**config.mk**
```make
export PLATFORM = sky130hd
export DESIGN_NAME = smea_ram
export DESIGN_NICKNAME = d
export VERILOG_FILES = /design/src/hw/rtl/smea_ram.sv
export SDC_FILE = /design/constraint.sdc
export NUM_CORES = 1
export LEC_CHECK = 0
export BUFFER_PORTS_ARGS = -buffer_cell sky130_fd_sc_hd__buf_4
export CAP_MARGIN = 30
export CORE_MARGIN = 2
export CORE_UTILIZATION = 40
export DETAILED_ROUTE_END_ITERATION = 8
export HOLD_SLACK_MARGIN = 0.05
export PLACE_DENSITY = 0.63
export SYNTH_ARGS = -nofsm -noshare
export SYNTH_HDL_FRONTEND = slang
export SYNTH_SLANG_ARGS = --single-unit
```
**constraint.sdc**
```tcl
create_clock -name clk -period 2.2 [get_ports clk]
set_clock_uncertainty 0.05 [all_clocks]
set_input_delay 0.11 -clock clk [delete_from_list [all_inputs] [get_ports clk]]
set_output_delay 0.11 -clock clk [all_outputs]
set_load 0.05 [all_outputs]
```
**src/hw/rtl/smea_ram.sv**
```systemverilog
module smea_ram #(
  parameter int WIDTH    = 8,
  parameter int DEPTH    = 16,
  parameter int RD_PORTS = 1
) (
  input  logic                                    clk,
  input  logic                                    wr_en,
  input  logic [$clog2(DEPTH)-1:0]                wr_addr,
  input  logic [WIDTH-1:0]                        wr_data,
  input  logic [RD_PORTS-1:0][$clog2(DEPTH)-1:0]  rd_addr,
  output logic [RD_PORTS-1:0][WIDTH-1:0]          rd_data
);

  logic [WIDTH-1:0] mem [DEPTH];

  // Single write port
  always_ff @(posedge clk) begin
    if (wr_en) begin
      mem[wr_addr] <= wr_data;
    end
  end

  // Registered read ports
  for (genvar p = 0; p < RD_PORTS; p++) begin : g_rd
    always_ff @(posedge clk) begin
      rd_data[p] <= mem[rd_addr[p]];
    end
  end

endmodule

```
==> impl_metrics.toml <==
[run_status]
status = "finished clean"

[final_layout]
seqCellArea_um2 = 4000
final_common_cell = "edfxtp_1"
final_nets = 310
synthToLayoutAreaGrowth_pct = 23.7
final_cells = 477
fillers = 1002
drive_above_1_share_pct = 31.1
diodes = 0
multi_input_area_um2 = 1060
layout_common_cells = "128 x edfxtp_1, 43 x buf_4, 18 x mux4_2, 17 x clkbuf_16, 16 x a22oi_1"

[worst_setup_path]
rr_worst_depth = 3
cp_top_family = "buffers and inverters"
r2r_end = "rd_data[3]"
path_common_cell = "dlygate4sd3_1"
slowest_stage = "dlygate4sd3_1"
crit_type = "primary input to flip-flop"
cpPeakStageDelay_ps = 650
path_cells = "dlygate4sd3_1, buf_4, nor3_1, dlygate4sd3_1"
timing.rr.start = "mem[2][3]"
crit_path_start = "wr_addr[0]"
crit_buf_inv = 3
critPathLaunchType = "primary input"
endpoint_kind = "flip-flop"
worst-path-stages = 4
reg2reg_slack_ps = 790
critical_path_arrival_ps = 1690
worstPathRequired_ps = 2260
crit_path_max_fanout = 7

[yosys]
synth-seq-cells = 136
synth_area_per_cell_um2 = 22.5
synth_warnings = 0
syn_area_um2 = 5150
ys_seq_area_share_pct = 77.8
synth.distinct_cells = 19
syn_nets = 247
synth_cells = 229

[detailed_routing]
vias = 2457
wl_um = 9660
post_drt_wl_per_cell_um = 20.2
drt_iter0_drc = 205
avgViaCountPerCell = 5.15
drc = 0
firstDrtPassIters = 4
ant_nets = 0

[pwr]
vdd.ir_drop.worst_mv = 0.949
p_per_area_nw_per_um2 = 994
p_leak_nw = 2.18

[timing]
rsz0062_at_grt = "false"
worst_slew_pin_slew_ps = 699
slew_violations = 0
setup_tns_ps = 0
timing.final.crit_period_ps = 1630
fmax_mhz = 613
hold_violations = 0
finalSetupViolCount = 0
min_period_over_period_pct = 74.2
relSlewSlack_pct = 53.3

[placed_design]
hpwl_um = 5990
place.gp.congestion = 0.806
dpl.cell_count = 435
port_buffers = 25

[cts]
cts_setup_buffers = 0
cts_sinks = 136
root_buffer = "clkbuf_16"
htree_num_levels = 4
tritoncts = "built"
clk_latency_ps = 400
clockBufferDepth = 2
clk_pin_slew_worst_paths_ps = 60
numCtsBuffers = 17

[hold_path]
worstHoldStart = "rd_addr[0]"
hold_depth = 4
hp-class = "primary input to flip-flop"
worstHoldEndpoint = "rd_data[1]"

[global_routing]
grt_overflow = 0
antenna_found_initial = 0
grt_use_total_pct = 14.9
grt_first_pass_wirelength_um = 15100
grt_pass1_vias = 2627
grt_max_degree = 33

[die]
start_util_pct = 41.0
fp.coreArea_um2 = 12600
rows = 41
die_w_um = 117
pin_count = 26
die_y_um = 117
dieArea_um2 = 13800

[run]
drv_cap = 0
[final cells by class]
type | instances | share of cell area [%]
clock inverter | 15 | 3.52
tap | 172 | 3.38
multi-input combinational | 83 | 16.6
sequential | 136 | 62.9
clock buffer | 17 | 6.68
timing repair buffer | 54 | 6.95
[repair_timing]
action                                 CTS  global route
gates resized for setup                  0             0
endpoints found under the hold margin  130             0
hold buffers                            10             0
[where the power goes]
part / internal (mW) / switching [mW] / total, mW / leakage [nW]
combinational: 0.145 / 0.210 / 0.355 / 0.641
sequential: 2.90 / 0.0138 / 2.91 / 1.22
clock: 2.02 / 1.05 / 3.07 / 0.314
[cells in the mapped netlist (all sizes together)]
master	n	area share, %
nand2	9	0.66
buf	7	1.1
dfxtp	8	3.1
mux4	32	15
edfxtp	128	75
clkdlybuf4s25	3	0.58
nor3	4	0.39
nand3	1	0.097
nor2	13	0.95
nand3b	2	0.29
nor2b	1	0.12
and2	1	0.12
or3b	1	0.17
nand2b	2	0.24
a22oi	16	2.3
and2b	1	0.15
[worst max-delay path by stage]
stage                      end  slack [ps]
floorplan            mem[0][0]         550
global placement    rd_data[3]         550
detailed placement  rd_data[3]         560
CTS                  mem[4][5]         630
global route         mem[4][6]         580
finish               mem[4][6]         570
[cell families (layout without fill, tap and decap cells)]
kind of cell,Yosys count,count (layout),synth area share (%)
AOI/OAI and AO/OA,16,16,2.33
DFF,136,136,77.8
and+or+nand+nor,35,35,3.18
buffers and inverters,10,86,1.68
muxes,32,32,15.0
[flip-flops by register name, indices dropped and copies added, names as in the netlist]
signal   flops
mem        128
rd_data      8
[per-layer routing]
metal	up-vias	routed length (um)	global-route usage, %
met1	1284	4440	20.9
met2	74	4650	23.4
met5	-	0	0
met4	0	52	3.61
li1	1095	-	-
met3	4	507	4.23
[worst register-to-register path: stages, from the launching register on]
cell	delay [ps]
edfxtp_1	350
mux4_1	490
a22oi_1	310
nand2_1	90
[stage by stage]
step	total power [mW]	setup slack (ps)	hold slack, ps	instance area, um^2	util [%]
after global routing	6.54	578	178	6370	50.7
after global placement	3.30	550	362	5620	44.7
final	6.33	568	149	6370	50.7
after CTS	6.39	635	130	6370	50.7
after detailed placement	3.31	563	376	5620	44.7
after floorplan	3.17	547	159	5150	-
No activity file was read; power rests on OpenSTA's default activity.
